<file path="config.mk">
export PLATFORM = sky130hd
export DESIGN_NAME = size_class_calculator_core
export DESIGN_NICKNAME = d
export VERILOG_FILES = /design/src/rtl/scc_pkg.sv /design/src/rtl/scc_band.sv /design/src/rtl/scc_div_stage.sv /design/src/rtl/scc_pages.sv /design/src/rtl/size_class_calculator_core.sv
export SDC_FILE = /design/constraint.sdc
export NUM_CORES = 2
export LEC_CHECK = 0
export BUFFER_PORTS_ARGS = -buffer_cell sky130_fd_sc_hd__buf_2
export CAP_MARGIN = 20
export CORE_UTILIZATION = 55
export CTS_CLUSTER_SIZE = 12
export DETAILED_ROUTE_END_ITERATION = 8
export MAX_ROUTING_LAYER = met4
export PLACE_DENSITY = 0.78
export SLEW_MARGIN = 10
export SYNTH_ARGS = -nofsm -noshare
export SYNTH_HDL_FRONTEND = slang
export SYNTH_SLANG_ARGS = --single-unit
</file>
<file path="constraint.sdc">
create_clock -name i_clk -period 13.4 [get_ports i_clk]
set_input_delay 0.67 -clock i_clk [delete_from_list [all_inputs] [get_ports i_clk]]
set_output_delay 0.67 -clock i_clk [all_outputs]
set_load 0.005 [all_outputs]
</file>
<file path="src/rtl/scc_pkg.sv">
package scc_pkg;

    localparam int PAGE_BITS_DEF       = 13;
    localparam int LARGEST_SMALL_BYTES = 262144;

    localparam int SIZE_W    = 32;
    localparam int ALIGNED_W = 33;
    localparam int CLASS_W   = 8;
    localparam int BATCH_W   = 10;
    localparam int PAGES_W   = 21;
    localparam int PROD_W    = BATCH_W + SIZE_W;

    localparam int QUO_BITS  = 9;
    localparam int REM_W     = 19;
    localparam int DIVISOR_W = 18;
    localparam int SHIFTED_W = DIVISOR_W + QUO_BITS;

    localparam logic [BATCH_W-1:0] BATCH_MIN = BATCH_W'(2);
    localparam logic [BATCH_W-1:0] BATCH_MAX = BATCH_W'(512);

    localparam logic [SIZE_W-1:0] DIV_LOW_LIMIT  = SIZE_W'(512);
    localparam logic [SIZE_W-1:0] DIV_HIGH_LIMIT = SIZE_W'(LARGEST_SMALL_BYTES / 2);

    typedef struct packed {
        logic [SIZE_W-1:0]    size;
        logic [ALIGNED_W-1:0] aligned;
        logic [CLASS_W-1:0]   cls;
        logic                 idx_valid;
        logic                 err;
        logic                 clamp_lo;
        logic                 clamp_hi;
        logic [REM_W-1:0]     rem;
        logic [QUO_BITS-1:0]  quo;
    } t_item;

endpackage

</file>
<file path="src/rtl/scc_band.sv">
module scc_band
    import scc_pkg::*;
#(
    parameter int PAGE_BITS = PAGE_BITS_DEF
) (
    input  logic              i_clk,
    input  logic              i_rst_n,
    input  logic              i_valid,
    input  logic [SIZE_W-1:0] i_size,
    output logic              o_valid,
    output t_item             o_item
);

    localparam logic [2:0] BAND_TINY  = 3'd0;
    localparam logic [2:0] BAND_SMALL = 3'd1;
    localparam logic [2:0] BAND_MID   = 3'd2;
    localparam logic [2:0] BAND_LARGE = 3'd3;
    localparam logic [2:0] BAND_HUGE  = 3'd4;
    localparam logic [2:0] BAND_PAGE  = 3'd5;

    logic [2:0]           band;
    logic [4:0]           sh;
    logic [REM_W-1:0]     base;
    logic [CLASS_W-1:0]   first;
    logic [ALIGNED_W-1:0] mask;
    logic [REM_W-1:0]     off;
    logic [REM_W:0]       ceil_sum;
    logic [REM_W:0]       ceil_q;
    t_item                n_item;
    logic                 r_valid;
    t_item                r_item;

    always_comb begin
        if (i_size <= SIZE_W'(128)) begin
            band = BAND_TINY;
        end else if (i_size <= SIZE_W'(1024)) begin
            band = BAND_SMALL;
        end else if (i_size <= SIZE_W'(8 * 1024)) begin
            band = BAND_MID;
        end else if (i_size <= SIZE_W'(64 * 1024)) begin
            band = BAND_LARGE;
        end else if (i_size <= SIZE_W'(LARGEST_SMALL_BYTES)) begin
            band = BAND_HUGE;
        end else begin
            band = BAND_PAGE;
        end
    end

    always_comb begin
        case (band)
            BAND_TINY: begin
                sh = 5'd3; base = REM_W'(0); first = CLASS_W'(0);
            end
            BAND_SMALL: begin
                sh = 5'd4; base = REM_W'(128); first = CLASS_W'(16);
            end
            BAND_MID: begin
                sh = 5'd7; base = REM_W'(1024); first = CLASS_W'(72);
            end
            BAND_LARGE: begin
                sh = 5'd10; base = REM_W'(8 * 1024); first = CLASS_W'(128);
            end
            BAND_HUGE: begin
                sh = 5'd13; base = REM_W'(64 * 1024); first = CLASS_W'(184);
            end
            default: begin
                sh = 5'(PAGE_BITS); base = REM_W'(0); first = CLASS_W'(0);
            end
        endcase
    end

    always_comb begin
        mask     = (ALIGNED_W'(1) << sh) - ALIGNED_W'(1);
        off      = i_size[REM_W-1:0] - base;
        ceil_sum = {1'b0, off} + mask[REM_W:0];
        ceil_q   = ceil_sum >> sh;

        n_item           = '0;
        n_item.size      = i_size;
        n_item.err       = (i_size == '0);
        n_item.aligned   = ({1'b0, i_size} + mask) & ~mask;
        n_item.idx_valid = (band != BAND_PAGE) && !n_item.err;
        if (n_item.idx_valid) begin
            n_item.cls = ceil_q[CLASS_W-1:0] - CLASS_W'(1) + first;
        end
        n_item.clamp_hi = (i_size <= DIV_LOW_LIMIT);
        n_item.clamp_lo = (i_size > DIV_HIGH_LIMIT);
        n_item.rem      = REM_W'(LARGEST_SMALL_BYTES);
        n_item.quo      = '0;
    end

    always_ff @(posedge i_clk) begin
        if (!i_rst_n) begin
            r_valid <= 1'b0;
        end else begin
            r_valid <= i_valid;
        end
    end

    always_ff @(posedge i_clk) begin
        r_item <= n_item;
    end

    assign o_valid = r_valid;
    assign o_item  = r_item;

endmodule

</file>
<file path="src/rtl/scc_div_stage.sv">
module scc_div_stage
    import scc_pkg::*;
#(
    parameter int BIT = 0
) (
    input  logic  i_clk,
    input  logic  i_rst_n,
    input  logic  i_valid,
    input  t_item i_item,
    output logic  o_valid,
    output t_item o_item
);

    logic [SHIFTED_W-1:0] shifted;
    t_item                n_item;
    logic                 r_valid;
    t_item                r_item;

    always_comb begin
        shifted = SHIFTED_W'(i_item.size[DIVISOR_W-1:0]) << BIT;
        n_item  = i_item;
        if (SHIFTED_W'(i_item.rem) >= shifted) begin
            n_item.rem      = i_item.rem - shifted[REM_W-1:0];
            n_item.quo[BIT] = 1'b1;
        end
    end

    always_ff @(posedge i_clk) begin
        if (!i_rst_n) begin
            r_valid <= 1'b0;
        end else begin
            r_valid <= i_valid;
        end
    end

    always_ff @(posedge i_clk) begin
        r_item <= n_item;
    end

    assign o_valid = r_valid;
    assign o_item  = r_item;

endmodule

</file>
<file path="src/rtl/scc_pages.sv">
module scc_pages
    import scc_pkg::*;
#(
    parameter int PAGE_BITS = PAGE_BITS_DEF
) (
    input  logic                 i_clk,
    input  logic                 i_rst_n,
    input  logic                 i_valid,
    input  t_item                i_item,
    output logic                 o_valid,
    output logic [ALIGNED_W-1:0] o_aligned_size,
    output logic [CLASS_W-1:0]   o_class_index,
    output logic                 o_index_valid,
    output logic [BATCH_W-1:0]   o_batch_count,
    output logic [PAGES_W-1:0]   o_page_count,
    output logic                 o_size_error
);

    logic [BATCH_W-1:0]   batch;
    logic [PROD_W-1:0]    prod;
    logic [PAGES_W-1:0]   pages;

    logic                 r_mul_valid;
    t_item                r_mul_item;
    logic [BATCH_W-1:0]   r_batch;
    logic [PROD_W-1:0]    r_prod;

    logic                 r_out_valid;
    logic [ALIGNED_W-1:0] r_aligned;
    logic [CLASS_W-1:0]   r_cls;
    logic                 r_idx_valid;
    logic [BATCH_W-1:0]   r_batch_out;
    logic [PAGES_W-1:0]   r_pages;
    logic                 r_err;

    always_comb begin
        if (i_item.clamp_lo) begin
            batch = BATCH_MIN;
        end else if (i_item.clamp_hi) begin
            batch = BATCH_MAX;
        end else begin
            batch = BATCH_W'(i_item.quo);
        end
        prod = PROD_W'(batch) * PROD_W'(i_item.size);
    end

    always_comb begin
        pages = r_prod[PAGE_BITS +: PAGES_W];
        if (pages == '0) begin
            pages = PAGES_W'(1);
        end
    end

    always_ff @(posedge i_clk) begin
        if (!i_rst_n) begin
            r_mul_valid <= 1'b0;
            r_out_valid <= 1'b0;
        end else begin
            r_mul_valid <= i_valid;
            r_out_valid <= r_mul_valid;
        end
    end

    always_ff @(posedge i_clk) begin
        r_mul_item <= i_item;
        r_batch    <= batch;
        r_prod     <= prod;
        if (r_mul_item.err) begin
            r_aligned   <= '0;
            r_cls       <= '0;
            r_idx_valid <= 1'b0;
            r_batch_out <= '0;
            r_pages     <= '0;
            r_err       <= 1'b1;
        end else begin
            r_aligned   <= r_mul_item.aligned;
            r_cls       <= r_mul_item.cls;
            r_idx_valid <= r_mul_item.idx_valid;
            r_batch_out <= r_batch;
            r_pages     <= pages;
            r_err       <= 1'b0;
        end
    end

    assign o_valid        = r_out_valid;
    assign o_aligned_size = r_aligned;
    assign o_class_index  = r_cls;
    assign o_index_valid  = r_idx_valid;
    assign o_batch_count  = r_batch_out;
    assign o_page_count   = r_pages;
    assign o_size_error   = r_err;

endmodule

</file>
<file path="src/rtl/size_class_calculator_core.sv">
// Channel   Ports                                   Handshake
// request   i_request_size                          start high, busy low
// result    o_aligned_size, o_class_index,          o_done for one cycle
//           o_index_valid, o_batch_count,
//           o_page_count, o_size_error
//
// One transaction may start in every cycle; busy is never raised.
// Each result passes through the band decode register, the restoring divider
// (one quotient bit per stage), the batch multiplier register and the
// register for the page shift and output.
// Reset is synchronous and clears only the valid bits of the pipeline.
// The receiver cannot stall, so results leave the pipeline unconditionally.
module size_class_calculator_core
    import scc_pkg::*;
#(
    parameter int PAGE_BITS = PAGE_BITS_DEF
) (
    input  logic                 i_clk,
    input  logic                 i_rst_n,
    input  logic                 start,
    output logic                 busy,
    input  logic [SIZE_W-1:0]    i_request_size,
    output logic                 o_done,
    output logic [ALIGNED_W-1:0] o_aligned_size,
    output logic [CLASS_W-1:0]   o_class_index,
    output logic                 o_index_valid,
    output logic [BATCH_W-1:0]   o_batch_count,
    output logic [PAGES_W-1:0]   o_page_count,
    output logic                 o_size_error
);

    localparam int LATENCY = QUO_BITS + 3;

    logic  stage_valid [0:QUO_BITS];
    t_item stage_item  [0:QUO_BITS];

    assign busy = 1'b0;

    scc_band #(
        .PAGE_BITS(PAGE_BITS)
    ) u_band (
        .i_clk  (i_clk),
        .i_rst_n(i_rst_n),
        .i_valid(start && !busy),
        .i_size (i_request_size),
        .o_valid(stage_valid[0]),
        .o_item (stage_item[0])
    );

    for (genvar g = 0; g < QUO_BITS; g++) begin : g_div
        scc_div_stage #(
            .BIT(QUO_BITS - 1 - g)
        ) u_div_stage (
            .i_clk  (i_clk),
            .i_rst_n(i_rst_n),
            .i_valid(stage_valid[g]),
            .i_item (stage_item[g]),
            .o_valid(stage_valid[g+1]),
            .o_item (stage_item[g+1])
        );
    end

    scc_pages #(
        .PAGE_BITS(PAGE_BITS)
    ) u_pages (
        .i_clk         (i_clk),
        .i_rst_n       (i_rst_n),
        .i_valid       (stage_valid[QUO_BITS]),
        .i_item        (stage_item[QUO_BITS]),
        .o_valid       (o_done),
        .o_aligned_size(o_aligned_size),
        .o_class_index (o_class_index),
        .o_index_valid (o_index_valid),
        .o_batch_count (o_batch_count),
        .o_page_count  (o_page_count),
        .o_size_error  (o_size_error)
    );

    // Every accepted transaction yields o_done once it has passed through the whole pipeline.
    a_latency: assert property (@(posedge i_clk) disable iff (!i_rst_n)
        start |-> ##LATENCY o_done)
        else $error("result did not appear at the pipeline latency");

    a_zero_clean: assert property (@(posedge i_clk) disable iff (!i_rst_n)
        (o_done && o_size_error) |-> (!o_index_valid && o_batch_count == '0
            && o_page_count == '0 && o_aligned_size == '0))
        else $error("zero-size result carries non-zero fields");

    a_batch_range: assert property (@(posedge i_clk) disable iff (!i_rst_n)
        (o_done && !o_size_error) |-> (o_batch_count >= BATCH_MIN
            && o_batch_count <= BATCH_MAX && o_page_count != '0))
        else $error("batch or page count outside its range");

    a_class_range: assert property (@(posedge i_clk) disable iff (!i_rst_n)
        (o_done && o_index_valid) |-> (o_class_index <= CLASS_W'(207)
            && o_aligned_size <= ALIGNED_W'(LARGEST_SMALL_BYTES)))
        else $error("class index or aligned size out of range for a small size");

endmodule
</file>
==> impl_metrics.json <==
{
  "r2r-start": "g_div[8].u_div_stage.o_item[28]$_DFF_P_",
  "cts_buffers": 105,
  "synth_ff_type": "dfxtp_1",
  "ioPinCount": 111,
  "syn_to_final_growth_pct": 11.7,
  "drive_above_1_share_pct": 9.29,
  "core.rowCount": 99,
  "portBuffers": 109,
  "ctsHoldBuffers": 0,
  "core_um2": 72800,
  "crit_type": "in2reg",
  "grt_first_pass_wirelength_mm": 129,
  "die-height_um": 273,
  "p_clk_share_pct": 39.4,
  "cp-start-kind": "primary input",
  "yosys.area_share.simple_pct": 11.1,
  "p_sw_share_pct": 22.8,
  "async_flop_share_pct": 0,
  "num_vias": 24600,
  "worstPathRequired_ns": 13.99,
  "max_cap_violations": 0,
  "ir_drop_mv": 0.119,
  "avgSynthCellArea_um2": 11.3,
  "seq_area_frac_synth_pct": 54.0,
  "rsz0062_at_grt": "false",
  "fmax_ghz": 0.123,
  "via_per_inst": 5.21,
  "finClkSkew_ns": 0.0649,
  "synth_compound_area_share_pct": 7.24,
  "critical_path_arrival_ns": 8.71,
  "wl_mm": 79.3,
  "setup_viol": 0,
  "fin_crit_ns": 8.11,
  "synth_top_area_cell": "dfxtp_1",
  "cp_max_fo": 17,
  "tightest_slew_ns": 1.08,
  "cts_buffer_depth": 3,
  "nNetsFinal": 4220,
  "min_from": "i_request_size[6]",
  "antenna_left": 0,
  "netlist_instances": 3573,
  "firstDrtPassIters": 6,
  "synth_common_cells": "dfxtp_1 (1091), inv_1 (334), nand2_1 (282)",
  "grt_overflow": 0,
  "synth_xor_area_share_pct": 3.55,
  "cts_setup_buffers": 0,
  "cp-end-kind": "flip-flop",
  "synthMuxAreaShare_pct": 1.90,
  "setup.reg_to_reg.worst_slack_ns": 5.86,
  "endpoint": "u_band.o_item[39]$_SDFF_PN0_",
  "finalPower_uw": 6830,
  "final.period_utilization_pct": 60.6,
  "yosys_warnings": 0,
  "rr_worst_depth": 20,
  "worstSetupStartpoint": "i_request_size[1]",
  "outcome": "complete, no violations",
  "p_int_uw": 5270,
  "routabilityCongestion": 0.933,
  "drc_errors": 0,
  "ys_types": 82,
  "ys_seq_elements": 1091,
  "cts_num_sinks": 1091,
  "switchingPower_uw": 1560,
  "synth_top_family_by_area": "adder cells",
  "synthAdderAreaFrac_pct": 18.1,
  "cts_tree": "built",
  "place_hpwl_mm": 54.6,
  "seqPwrFrac_pct": 53.0,
  "pwr-share-comb_pct": 7.6,
  "grt_pass1_vias": 25500,
  "drt_iter0_markers": 1572,
  "grt_max_degree": 93,
  "p_per_area_nw_per_um2": 151,
  "timing.final.hold_violations": 0,
  "synth_area_um2": 40400,
  "wire_per_inst_um": 16.8,
  "leakage_uw": 0.0211,
  "hp-class": "in2reg",
  "die_area_um2": 74600,
  "clk_latency_ns": 0.68,
  "slew_violations": 0,
  "antenna_found_initial": 3,
  "slew_headroom_pct": 27.9,
  "yosysMostFrequentCell": "dfxtp_1",
  "fp.dieW_um": 273,
  "clock-root-buffer": "clkbuf_16",
  "grtUsageTotal_pct": 22.3,
  "cts_resized": 0,
  "synth.area.top_cells": "dfxtp_1 (54%), fa_1 (11%), ha_1 (7.2%), inv_1 (3.1%), nand2_1 (2.6%)",
  "yosysTopAreaCellShare_pct": 54.0,
  "tns_ns": 0,
  "h-tree-depth": 3,
  "reg2reg_to": "u_pages.r_prod[33]$_DFF_P_",
  "floorplan.initialDensity_pct": 55.5,
  "synth-edff-count": 0,
  "clkTransAtPathRegs_ns": 0.07
}
[worst min-delay path by stage]
stage                                                           to  slack (ns)  depth (start not counted)
final                                    u_band.o_item[79]$_DFF_P_        0.14                          1
after global routing                     u_band.o_item[79]$_DFF_P_        0.11                          1
after CTS                                u_band.o_item[79]$_DFF_P_        0.11                          1
after detailed placement  g_div[0].u_div_stage.o_item[103]$_DFF_P_        0.31                          0
after global placement     g_div[8].u_div_stage.o_item[62]$_DFF_P_        0.31                          0
after floorplan           g_div[0].u_div_stage.o_item[100]$_DFF_P_        0.31                          0
[layer usage]
layer	GRT usage, %	wire length, µm	vias to the layer above
met4	7.44	2210	0
met5	-	0	-
met3	3.75	4570	149
met1	26.2	32500	11800
met2	38.5	40000	763
li1	-	-	12000
[flip-flops by register name (all words and copies together), names as in the netlist]
signal                     count
u_pages.r_mul_item            43
u_pages.o_class_index          8
u_pages.r_mul_valid            1
g_div.u_div_stage.o_valid      9
u_band.o_item                 77
u_pages.o_aligned_size        33
u_pages.r_prod                21
g_div.u_div_stage.o_item     854
u_pages.r_batch               10
u_pages.o_size_error           1
u_band.o_valid                 1
u_pages.o_batch_count         10
u_pages.o_page_count          21
u_pages.o_valid                1
u_pages.o_index_valid          1
[final cells by class]
cell class,count,area [µm²]
fill,5525,27700
sequential,1091,21800
multi-input combinational,2073,17100
clock buffer,125,2790
inverter,336,1260
tap,959,1200
timing repair buffer,126,681
clock inverter,15,312
antenna,3,7.51
[power by group through the flow]
stage,sequential [µW],combinational (µW),clock (µW)
finish,3620,522,2690
global route,3650,585,2890
CTS,3620,517,2750
detailed placement,3680,503,0
global placement,3670,493,0
floorplan,3640,390,0
[critical path, cell delays in order]
cell	delay (ns)
buf_2	0.13
nor4_1	0.81
nand4_1	0.22
a21oi_1	0.83
inv_1	0.62
nor2_1	0.31
inv_1	0.16
ha_1	0.35
a21oi_1	0.24
nand2_1	0.14
a211oi_1	0.39
nand2b_1	0.09
a21oi_1	0.18
xnor2_1	0.10
ha_1	0.39
o311ai_0	0.85
nand2_1	0.11
o211ai_1	0.19
a22oi_1	0.20
fa_1	0.47
a21o_1	0.17
a21oi_1	0.21
o21bai_1	0.09
a21oi_1	0.18
xnor2_1	0.09
or3_1	0.36
a21oi_1	0.14
[layout by cell type, fill, tap and decap left out, types with 75 or more instances in the layout]
cell and instances:
dfxtp_1 1090, inv_1 334, nand2_1 282, ha_1 232
fa_1 220, nor2_1 160, a21oi_1 139, buf_2 109
o21ai_0 107, clkbuf_16 105, and3_1 103, xnor2_1 89
and2_1 86, nor2b_1 82, xor2_1 75
[cells by family (layout without fill, tap and decap cells)]
logic type / after synthesis / count (layout)
muxes: 69 / 69
AOI/OAI and AO/OA: 457 / 457
buffers and inverters: 436 / 602
DFF: 1091 / 1091
adders and majority gates: 452 / 452
other: 2 / 32
and+or+nand+nor: 902 / 902
xor gates and xnor gates: 164 / 164
[metrics by stage]
stage          area, µm²  setup WS [ns]  std cells  utilization [%]  hold slack (ns)
4_1_cts            45100           5.48       4724             62.0            0.105
6_report           45200           5.29       4728             62.0            0.140
3_3_place_gp       42000           4.67       4583             57.7            0.309
2_1_floorplan      40500           6.88       3600                -            0.310
3_5_place_dp       42000           4.76       4584             57.7            0.312
5_1_grt            45200           4.95       4728             62.0            0.113
Power figures use the tool's default switching activity.
